===== config.mk =====
export PLATFORM = sky130hd
export DESIGN_NAME = sha256_byte_stream_hasher_unit_flat
export DESIGN_NICKNAME = d
export VERILOG_FILES = /design/src/hdl/sha256_pkg.sv /design/src/hdl/sha256_if.sv /design/src/hdl/sha256_ram.sv /design/src/hdl/sha256_byte_stream_hasher_unit.sv /design/src/flat_wrapper.sv
export SDC_FILE = /design/constraint.sdc
export NUM_CORES = 2
export LEC_CHECK = 0
export BUFFER_PORTS_ARGS = -buffer_cell sky130_fd_sc_hd__buf_2
export CORE_MARGIN = 2
export CORE_UTILIZATION = 38
export DETAILED_ROUTE_END_ITERATION = 10
export PLACE_DENSITY = 0.56
export SETUP_SLACK_MARGIN = 0.3
export SLEW_MARGIN = 20
export SYNTH_ARGS = -nofsm -noshare
export SYNTH_HDL_FRONTEND = slang
export SYNTH_HIERARCHICAL = 1
export SYNTH_SLANG_ARGS = --single-unit

===== constraint.sdc =====
create_clock -name clk_i -period 14.9 [get_ports clk_i]
set_input_delay 2.98 -clock clk_i [delete_from_list [all_inputs] [get_ports clk_i]]
set_output_delay 2.98 -clock clk_i [all_outputs]
set_load 0.005 [all_outputs]

===== src/hdl/sha256_pkg.sv =====
// package: sha-256 constants, round function helpers and shared types
`default_nettype none
package sha256_pkg;

  localparam int unsigned RoundsNum = 64;
  localparam int unsigned BlockBytes = 64;
  localparam int unsigned HashWords = 8;
  localparam int unsigned LenOffset = 56;
  localparam logic [7:0] PadByte = 8'h80;

  localparam logic [31:0] RoundK [RoundsNum] = '{
    32'h428A2F98, 32'h71374491, 32'hB5C0FBCF, 32'hE9B5DBA5,
    32'h3956C25B, 32'h59F111F1, 32'h923F82A4, 32'hAB1C5ED5,
    32'hD807AA98, 32'h12835B01, 32'h243185BE, 32'h550C7DC3,
    32'h72BE5D74, 32'h80DEB1FE, 32'h9BDC06A7, 32'hC19BF174,
    32'hE49B69C1, 32'hEFBE4786, 32'h0FC19DC6, 32'h240CA1CC,
    32'h2DE92C6F, 32'h4A7484AA, 32'h5CB0A9DC, 32'h76F988DA,
    32'h983E5152, 32'hA831C66D, 32'hB00327C8, 32'hBF597FC7,
    32'hC6E00BF3, 32'hD5A79147, 32'h06CA6351, 32'h14292967,
    32'h27B70A85, 32'h2E1B2138, 32'h4D2C6DFC, 32'h53380D13,
    32'h650A7354, 32'h766A0ABB, 32'h81C2C92E, 32'h92722C85,
    32'hA2BFE8A1, 32'hA81A664B, 32'hC24B8B70, 32'hC76C51A3,
    32'hD192E819, 32'hD6990624, 32'hF40E3585, 32'h106AA070,
    32'h19A4C116, 32'h1E376C08, 32'h2748774C, 32'h34B0BCB5,
    32'h391C0CB3, 32'h4ED8AA4A, 32'h5B9CCA4F, 32'h682E6FF3,
    32'h748F82EE, 32'h78A5636F, 32'h84C87814, 32'h8CC70208,
    32'h90BEFFFA, 32'hA4506CEB, 32'hBEF9A3F7, 32'hC67178F2
  };

  localparam logic [31:0] HashInit [HashWords] = '{
    32'h6A09E667, 32'hBB67AE85, 32'h3C6EF372, 32'hA54FF53A,
    32'h510E527F, 32'h9B05688C, 32'h1F83D9AB, 32'h5BE0CD19
  };

  typedef struct packed {
    logic [7:0] data_byte;
    logic       has_byte;
    logic       last;
  } in_item_t;

  typedef struct packed {
    logic [31:0] digest_word;
    logic [2:0]  word_index;
    logic        last_word;
  } out_item_t;

  function automatic logic [31:0] rotr(input logic [31:0] v, input int unsigned n);
    rotr = (v >> n) | (v << (32 - n));
  endfunction

  function automatic logic [31:0] sig0(input logic [31:0] x);
    sig0 = rotr(x, 7) ^ rotr(x, 18) ^ (x >> 3);
  endfunction

  function automatic logic [31:0] sig1(input logic [31:0] x);
    sig1 = rotr(x, 17) ^ rotr(x, 19) ^ (x >> 10);
  endfunction

  function automatic logic [31:0] bsig0(input logic [31:0] x);
    bsig0 = rotr(x, 2) ^ rotr(x, 13) ^ rotr(x, 22);
  endfunction

  function automatic logic [31:0] bsig1(input logic [31:0] x);
    bsig1 = rotr(x, 6) ^ rotr(x, 11) ^ rotr(x, 25);
  endfunction

endpackage
`default_nettype wire


===== src/hdl/sha256_if.sv =====
// interfaces: valid/ready channels for input bytes and digest words
`default_nettype none
interface sha256_in_if;
  logic                 valid;
  logic                 ready;
  sha256_pkg::in_item_t payload;
  modport source (output valid, output payload, input ready);
  modport sink (input valid, input payload, output ready);
  modport monitor (input valid, input ready, input payload);
endinterface

interface sha256_out_if;
  logic                  valid;
  logic                  ready;
  sha256_pkg::out_item_t payload;
  modport source (output valid, output payload, input ready);
  modport sink (input valid, input payload, output ready);
  modport monitor (input valid, input ready, input payload);
endinterface
`default_nettype wire


===== src/hdl/sha256_ram.sv =====
// generic single-port-write ram with registered read
`default_nettype none
module sha256_ram #(
  parameter int unsigned Width = 32,
  parameter int unsigned Depth = 16
) (
  input  wire                     clk_i,
  input  wire                     we_i,
  input  wire [$clog2(Depth)-1:0] waddr_i,
  input  wire [Width-1:0]         wdata_i,
  input  wire [$clog2(Depth)-1:0] raddr_i,
  output logic [Width-1:0]        rdata_o
);
  logic [Width-1:0] mem_q [Depth];

  always_ff @(posedge clk_i) begin
    if (we_i) begin
      mem_q[waddr_i] <= wdata_i;
    end
    rdata_o <= mem_q[raddr_i];
  end
endmodule
`default_nettype wire


===== src/hdl/sha256_byte_stream_hasher_unit.sv =====
// top level: sha-256 hasher fed one byte per transfer, digest out as eight words
//
// usage
//   in_ch  : one transfer per item {data_byte, has_byte, last}; has_byte=0
//            carries no message byte, last ends the message (a byte on the
//            same transfer is taken first)
//   out_ch : eight transfers per message, digest words 0..7 in order,
//            last_word set on word 7
// timing
//   a byte that does not fill the block leaves in_ch.ready high; the 64th
//   byte starts a compression (load, 64 rounds, add) that keeps in_ch.ready
//   low until the add has folded the working vars into the chaining words
//   on the last transfer, padding writes one byte a cycle up to byte 63 and
//   the block is compressed; a further pad block carries the length when the
//   marker lands at or past byte 56 or the last transfer fills the block
//   digest words follow one per cycle from an output register unless stalled
// stalls and reset
//   a stalled receiver holds the word and the block in its emit state, with
//   in_ch.ready low; rst_ni restores the initial hash words, fill and count
`default_nettype none
module sha256_byte_stream_hasher_unit (
  input  wire              clk_i,
  input  wire              rst_ni,
  sha256_in_if.sink        in_ch,
  sha256_out_if.source     out_ch
);

  // controller states
  typedef enum logic [5:0] {
    StIdle  = 6'b000001,
    StPad   = 6'b000010,  // write pad bytes one at a time
    StLoad  = 6'b000100,  // prime the round engine
    StRound = 6'b001000,  // one round a cycle
    StAdd   = 6'b010000,  // fold working vars into chaining words
    StEmit  = 6'b100000
  } state_e;

  state_e state_q, state_d;

  logic [31:0] h_q [sha256_pkg::HashWords];
  logic [31:0] a_q, b_q, c_q, d_q, e_q, f_q, g_q, hh_q;
  logic [5:0]  fill_q;
  logic [63:0] bits_q;
  logic [5:0]  rnd_q;       // round counter
  logic        fin_q;       // message ends, padding in progress
  logic        mark_q;      // 0x80 marker not yet written
  logic        lenblk_q;    // current pad block carries the length
  logic [2:0]  emit_q;      // next digest word to load
  logic        out_valid_q;
  sha256_pkg::out_item_t out_q;

  logic in_fire, out_fire;
  logic [5:0] pad_pos;      // where the marker lands

  // block memory: bytes merged into words, word read for round loading
  logic        bw_we;
  logic [3:0]  bw_addr, br_addr;
  logic [31:0] bw_data, br_data;
  logic [31:0] word_acc_q;  // assembling the current word

  sha256_ram #(.Width(32), .Depth(16)) u_block (
    .clk_i   (clk_i),
    .we_i    (bw_we),
    .waddr_i (bw_addr),
    .wdata_i (bw_data),
    .raddr_i (br_addr),
    .rdata_o (br_data)
  );

  // schedule window: w_q[15] newest, shifted each round
  logic [31:0] w_q [16];

  logic [7:0]  pad_byte;
  logic        byte_we;
  logic [7:0]  byte_val;

  assign in_fire  = in_ch.valid && in_ch.ready;
  assign out_fire = out_ch.valid && out_ch.ready;
  assign in_ch.ready = (state_q == StIdle);
  assign out_ch.valid = out_valid_q;
  assign out_ch.payload = out_q;
  assign pad_pos = in_ch.payload.has_byte ? fill_q + 6'd1 : fill_q;

  // byte path: accumulate into word_acc, write the whole word each byte
  always_comb begin
    bw_we   = byte_we;
    bw_addr = fill_q[5:2];
    unique case (fill_q[1:0])
      2'd0: bw_data = {byte_val, 24'd0};
      2'd1: bw_data = {word_acc_q[31:24], byte_val, 16'd0};
      2'd2: bw_data = {word_acc_q[31:16], byte_val, 8'd0};
      default: bw_data = {word_acc_q[31:8], byte_val};
    endcase
  end

  // pad contents by position: zeros, then the big-endian bit count
  always_comb begin
    pad_byte = 8'd0;
    if (lenblk_q && fill_q >= 6'(sha256_pkg::LenOffset)) begin
      pad_byte = bits_q[{3'd7 - fill_q[2:0], 3'b000} +: 8];
    end
  end

  always_comb begin
    byte_we  = 1'b0;
    byte_val = in_ch.payload.data_byte;
    if (in_fire && in_ch.payload.has_byte) begin
      byte_we = 1'b1;
    end else if (state_q == StPad) begin
      byte_we  = 1'b1;
      byte_val = mark_q ? sha256_pkg::PadByte : pad_byte;
    end
  end

  // word t is addressed in the cycle before round t
  assign br_addr = (state_q == StRound) ? rnd_q[3:0] + 4'd1 : 4'd0;

  // round datapath
  logic [31:0] wt, w_new, t1, t2, kt;
  assign kt = sha256_pkg::RoundK[rnd_q];
  assign w_new = w_q[0] + sha256_pkg::sig0(w_q[1]) + w_q[9] + sha256_pkg::sig1(w_q[14]);
  assign wt = (rnd_q < 6'd16) ? br_data : w_new;
  assign t1 = hh_q + sha256_pkg::bsig1(e_q) + ((e_q & f_q) ^ (~e_q & g_q)) + kt + wt;
  assign t2 = sha256_pkg::bsig0(a_q) + ((a_q & b_q) ^ (a_q & c_q) ^ (b_q & c_q));

  always_comb begin
    state_d = state_q;
    unique case (state_q)
      StIdle: if (in_fire) begin
        if (in_ch.payload.has_byte && fill_q == 6'd63) state_d = StLoad;
        else if (in_ch.payload.last) state_d = StPad;
      end
      StPad:   if (fill_q == 6'd63) state_d = StLoad;
      StLoad:  state_d = StRound;
      StRound: if (rnd_q == 6'd63) state_d = StAdd;
      StAdd: begin
        if (!fin_q) state_d = StIdle;
        else if (lenblk_q && !mark_q) state_d = StEmit;
        else state_d = StPad;
      end
      StEmit: if (out_fire && out_q.last_word) state_d = StIdle;
      default: state_d = StIdle;
    endcase
  end

  always_ff @(posedge clk_i or negedge rst_ni) begin
    if (!rst_ni) begin
      state_q <= StIdle;
      for (int i = 0; i < 8; i++) h_q[i] <= sha256_pkg::HashInit[i];
      a_q <= '0; b_q <= '0; c_q <= '0; d_q <= '0;
      e_q <= '0; f_q <= '0; g_q <= '0; hh_q <= '0;
      for (int i = 0; i < 16; i++) w_q[i] <= '0;
      fill_q <= '0;
      bits_q <= '0;
      rnd_q <= '0;
      fin_q <= 1'b0;
      mark_q <= 1'b0;
      lenblk_q <= 1'b0;
      emit_q <= '0;
      out_valid_q <= 1'b0;
      out_q <= '0;
      word_acc_q <= '0;
    end else begin
      state_q <= state_d;
      unique case (state_q)
        StIdle: if (in_fire) begin
          if (in_ch.payload.has_byte) begin
            fill_q <= fill_q + 6'd1;
            bits_q <= bits_q + 64'd8;
          end
          fin_q <= in_ch.payload.last;
          mark_q <= 1'b1;
          // length fits behind the marker when it lands before the length field
          lenblk_q <= (pad_pos < 6'(sha256_pkg::LenOffset));
        end
        StPad: begin
          fill_q <= fill_q + 6'd1;
          mark_q <= 1'b0;
        end
        StLoad: begin
          a_q <= h_q[0]; b_q <= h_q[1]; c_q <= h_q[2]; d_q <= h_q[3];
          e_q <= h_q[4]; f_q <= h_q[5]; g_q <= h_q[6]; hh_q <= h_q[7];
          rnd_q <= '0;
        end
        StRound: begin
          hh_q <= g_q; g_q <= f_q; f_q <= e_q; e_q <= d_q + t1;
          d_q <= c_q; c_q <= b_q; b_q <= a_q; a_q <= t1 + t2;
          for (int i = 0; i < 15; i++) w_q[i] <= w_q[i+1];
          w_q[15] <= wt;
          rnd_q <= rnd_q + 6'd1;
        end
        StAdd: begin
          h_q[0] <= h_q[0] + a_q; h_q[1] <= h_q[1] + b_q;
          h_q[2] <= h_q[2] + c_q; h_q[3] <= h_q[3] + d_q;
          h_q[4] <= h_q[4] + e_q; h_q[5] <= h_q[5] + f_q;
          h_q[6] <= h_q[6] + g_q; h_q[7] <= h_q[7] + hh_q;
          emit_q <= '0;
          // a following pad block starts at byte 0, so the length always fits
          if (fin_q && !(lenblk_q && !mark_q)) lenblk_q <= 1'b1;
        end
        StEmit: begin
          if (out_fire && out_q.last_word) begin
            // digest done, back to the initial hash words
            out_valid_q <= 1'b0;
            for (int i = 0; i < 8; i++) h_q[i] <= sha256_pkg::HashInit[i];
            fill_q <= '0;
            bits_q <= '0;
            fin_q <= 1'b0;
            mark_q <= 1'b0;
            lenblk_q <= 1'b0;
          end else if (!out_valid_q || out_fire) begin
            out_q.digest_word <= h_q[emit_q];
            out_q.word_index  <= emit_q;
            out_q.last_word   <= (emit_q == 3'd7);
            out_valid_q <= 1'b1;
            emit_q <= emit_q + 3'd1;
          end
        end
        default: ;
      endcase
      if (byte_we) word_acc_q <= bw_data;
    end
  end

  // assertions
  a_out_only_emit: assert property (@(posedge clk_i) disable iff (!rst_ni)
    out_ch.valid |-> state_q == StEmit)
    else $error("digest word outside emit");
  a_no_accept_busy: assert property (@(posedge clk_i) disable iff (!rst_ni)
    in_fire |-> state_q == StIdle)
    else $error("input accepted while busy");
  a_out_hold: assert property (@(posedge clk_i) disable iff (!rst_ni)
    out_ch.valid && !out_ch.ready |=> out_ch.valid && $stable(out_ch.payload))
    else $error("digest word dropped or changed while stalled");

endmodule
`default_nettype wire


===== src/flat_wrapper.sv =====
// flat-port wrapper written by rule: the top's interface ports become plain ports
module sha256_byte_stream_hasher_unit_flat 
  (clk_i, rst_ni, in_ch_valid, in_ch_payload, in_ch_ready, out_ch_valid, out_ch_payload, out_ch_ready);
  sha256_in_if in_ch_i ();
  sha256_out_if out_ch_i ();
  input  wire clk_i;
  input  wire rst_ni;
  input wire logic [$bits(in_ch_i.valid)-1:0] in_ch_valid;
  input wire logic [$bits(in_ch_i.payload)-1:0] in_ch_payload;
  output wire logic [$bits(in_ch_i.ready)-1:0] in_ch_ready;
  output wire logic [$bits(out_ch_i.valid)-1:0] out_ch_valid;
  output wire logic [$bits(out_ch_i.payload)-1:0] out_ch_payload;
  input wire logic [$bits(out_ch_i.ready)-1:0] out_ch_ready;
  assign in_ch_i.valid = in_ch_valid;
  assign in_ch_i.payload = in_ch_payload;
  assign in_ch_ready = in_ch_i.ready;
  assign out_ch_valid = out_ch_i.valid;
  assign out_ch_payload = out_ch_i.payload;
  assign out_ch_i.ready = out_ch_ready;
  sha256_byte_stream_hasher_unit u_core (.clk_i(clk_i), .rst_ni(rst_ni), .in_ch(in_ch_i), .out_ch(out_ch_i));
endmodule

==> results summary <==
The critical path class is flop to flop. Pin placement for this block handled 52 I/O pins. The horizontal die dimension came out at 510 µm. On the critical path, the stage with the largest delay is an instance of a221oi_1. The floorplan step defined a die boundary enclosing 260000 µm². The worst register-to-register path has a setup slack of 3.96 ns. After synthesis, the share of flip-flops with an asynchronous set or reset is 0.683.

The final count of pins violating max slew is 0. The count of synthesis-stage warnings from yosys came out at 6. The number of fill cells in the layout came out at 24.4k.

The worst hold path begins at u_core/w_q[364]$_DFFE_PN0P_. The number of I/O port buffers is 51. Clock-pin slew was measured on the worst setup and hold paths at 0.06 ns. The first TritonRoute pass finished after 6 iterations.

The global placer's final weighted congestion is 0.943. The largest single stage delay on the critical path is 0.57 ns. For this design, the sink count on the clock tree is 1714. The number of distinct library cells after synthesis came out at 106. Setup violations remaining at the end of the flow were counted as 0.

The initial standard-cell utilization of the core came out at 0.382. The post-CTS repair timing setup buffer count is 0. The library cells used most frequently in the layout, excluding fill and tap cells, are nand2_1, dfrtp_1, nor2_1. The number of buffer and inverter stages on the critical path came out at 4. The average routed wire per standard cell is 24.6 µm. The area overhead of the layout relative to synthesis came out at 10.7%. The min-delay analysis places its worst path in the category flop to flop. The worst flop-to-flop path endpoint is u_core/a_q[31]$_DFFE_PN0P_.

The count of final hold-check violations came out at 0. The required time at the endpoint of the critical path is 15.64 ns. The total core area came out at 254000 µm². The global router's overall resource usage came out at 0.247.

In this run, synthesis inferred 512 flip-flops with an integrated enable. After clock tree synthesis, the flow added hold-fix buffers numbering 0. The global-route wire length before repair came out at 482000 µm. The largest fanout on the critical path is 5.

The detailed placer's ending HPWL is 228000 µm. The startpoint identified for the worst register-to-register timing path is u_core/w_q[457]$_DFFE_PN0P_. The startpoint class of the critical path is a flop. Between clock sinks in the finished design, the worst skew comes to 0.0674 ns. The worst hold path terminates at u_core/w_q[396]$_DFFE_PN0P_. The combined area of all synthesized cells is 97100 µm². The clock tree from TritonCTS is yes. The final critical-path required period came out at 10.94 ns. The number of cells on the worst reg-to-reg path is 39. The part of the Yosys area used for sequential elements is 0.468. The flow ran to the end, and the final reports show no timing, DRC or antenna violations. For this run, the leading register cell type out of synthesis is dfrtp_1.

After the first detailed-routing iteration, the DRC count stood at 7524. The sum of overflow across all layers after global routing came out at 0. The worst path arrival time is 11.68 ns. The kind of cell with the highest combined delay along the critical path is compound AO/OA/AOI/OAI gates.

The pin slew with the least headroom to its limit came out at 1.27 ns. The ratio of cells with drive above 1 in the final layout came out at 0.0994. The fraction of the cycle the final worst path needs came out at 0.734. The worst hold path depth is 2. Based on the critical path, the design can be clocked at up to 0.0914 GHz. The overall via count from detail_route came out at 73.4k. Final hold analysis gives a worst-case slack of 0.419 ns. The via count of the first global-routing pass came out at 71.4k.

The number of flip-flops and latches in the synthesized netlist came out at 1714. The maximum count of clock buffers along a single path came out at 3. The net count of the finished layout came out at 10.2k.

Counting stages on the worst path, the most repeated cell is fa_1. The instance count of the mapped netlist came out at 9787. The library cell used most frequently in the layout, excluding fill and tap cells, is nand2_1. The count of instances resized after the clock tree is built came out at 0. The max-cap check violation count came out at 0. After detailed routing, the number of remaining DRC violations is 0.

The cell row count is 185. The via-per-instance ratio came out at 5.58. In this run the clock root is driven by a clkbuf_16. The overall die height is 510 µm. The TritonCTS buffer count came out at 197. The post-synthesis area per instance is 9.93 µm².

Entering global routing, the biggest net connects 224 pins. The wire length reported by the detailed router is 324000 µm. The clock latency of the later-clocked register in the worst-skew pair came out at 0.89 ns. The maximum level of the CTS H-tree came out at 4. For the final routed database, the setup TNS stands at 0 ns.

The final antenna-violating net count is 0. In this run the tightest slew margin relative to its limit is 0.144. The endpoint class of the critical path is a flop. Setup repair after global routing left no endpoint under its margin. The number of antenna violations at the first check in global routing is 14. The total nets after synthesis is 10.4k.
metal layers:
layer,global-route usage,vias to the layer above,routed length (µm)
met3,0.0306,388,18400
met1,0.362,37100,149000
met4,0.0664,2,8570
li1,-,33600,-
met2,0.386,2316,148000
met5,0,-,13
cells in the mapped netlist, types with 15 or more instances:
cell type,count,area (µm²)
inv_1,454,1700
fa_1,197,3940
nand4_1,25,156
dfstp_2,137,3600
a211o_1,20,175
or2_2,15,93.8
o22a_1,16,140
dfxtp_1,32,641
xor2_1,266,2330
nor3b_1,18,135
nand3_1,95,475
a21o_1,199,1490
a211oi_1,44,330
a21oi_1,478,2390
o211ai_1,34,255
a22oi_1,78,586
nand3b_1,15,113
dfrtp_1,1033,25800
a22o_1,37,324
ha_1,414,5180
o21bai_1,42,315
o21ai_0,520,2600
mux2i_1,81,811
nor2_1,650,2440
o22ai_1,38,238
nand2b_1,75,469
o21a_1,61,458
mux4_2,209,4710
buf_1,49,184
xnor2_1,334,2930
or3_1,38,238
nor3_1,89,445
clkbuf_1,492,1850
and2_1,40,250
nor2b_1,53,332
and3_1,58,363
mux2_2,50,563
a31oi_1,276,1730
edfxtp_1,512,15400
o31ai_1,39,293
nand2_1,2207,8280
metrics by stage:
stage	cell area [µm²]	cells	worst slack, ns	util
2_1_floorplan	97100	9787	5.53	-
3_3_place_gp	101000	12800	3.96	0.396
3_5_place_dp	101000	12800	4.01	0.396
4_1_cts	107000	13100	3.99	0.423
5_1_grt	108000	13200	3.26	0.423
6_report	108000	13200	3.96	0.423
registers in the layout (all words and copies together), names as in the netlist, 36 cells and up:
signal                 count
u_core/out_ch.payload     36
u_core/h_q               256
u_core/w_q               512
u_core/bits_q             61
u_core/u_block/mem_q     512
worst register-to-register path, delay by kind of cell, from the launching register on:
| kind | cells | cell delay (ns) |
|---|---|---|
| simple gates | 5 | 0.78 |
| mux | 1 | 0.29 |
| flops | 1 | 0.46 |
| xor+xnor | 5 | 0.88 |
| buf+inv | 4 | 0.22 |
| fa+ha+maj | 9 | 3.83 |
| compound gates | 15 | 4.39 |
worst max path at each step:
stage | startpoint | to | slack (ns) | cells past startpoint
finish | u_core/w_q[457]$_DFFE_PN0P_ | u_core/a_q[31]$_DFFE_PN0P_ | 3.96 | 39
global route | u_core/w_q[457]$_DFFE_PN0P_ | u_core/a_q[28]$_DFFE_PN0P_ | 3.26 | 40
CTS | u_core/w_q[457]$_DFFE_PN0P_ | u_core/a_q[31]$_DFFE_PN0P_ | 3.99 | 39
detailed placement | u_core/w_q[457]$_DFFE_PN0P_ | u_core/a_q[31]$_DFFE_PN0P_ | 4.01 | 39
global placement | u_core/w_q[457]$_DFFE_PN0P_ | u_core/a_q[31]$_DFFE_PN0P_ | 3.96 | 39
floorplan | u_core/w_q[457]$_DFFE_PN0P_ | u_core/a_q[31]$_DFFE_PN0P_ | 5.53 | 39
area by class of cell:
type	count	area [µm²]	area share
Multi-Input combinational cell	7056	48000	0.446
Sequential cell	1714	45500	0.423
Tap cell	3366	4210	0.0392
Clock buffer	274	5470	0.0509
Timing Repair Buffer	192	1450	0.0135
Antenna cell	6	15.0	0.000140
Clock inverter	91	1190	0.0111
Inverter	457	1720	0.0160
logic make-up after synthesis:
group | after synthesis | synth area share
adders and majority gates | 616 | 0.0944
and+or+nand+nor | 3433 | 0.147
xor gates and xnor gates | 601 | 0.0543
DFF | 1714 | 0.468
AOI/OAI and AO/OA | 2066 | 0.134
muxes | 340 | 0.0626
buffers and inverters | 1017 | 0.0399
Power is not shown: default switching activity piles up to over one toggle a cycle in this logic, so the estimate is an artifact.
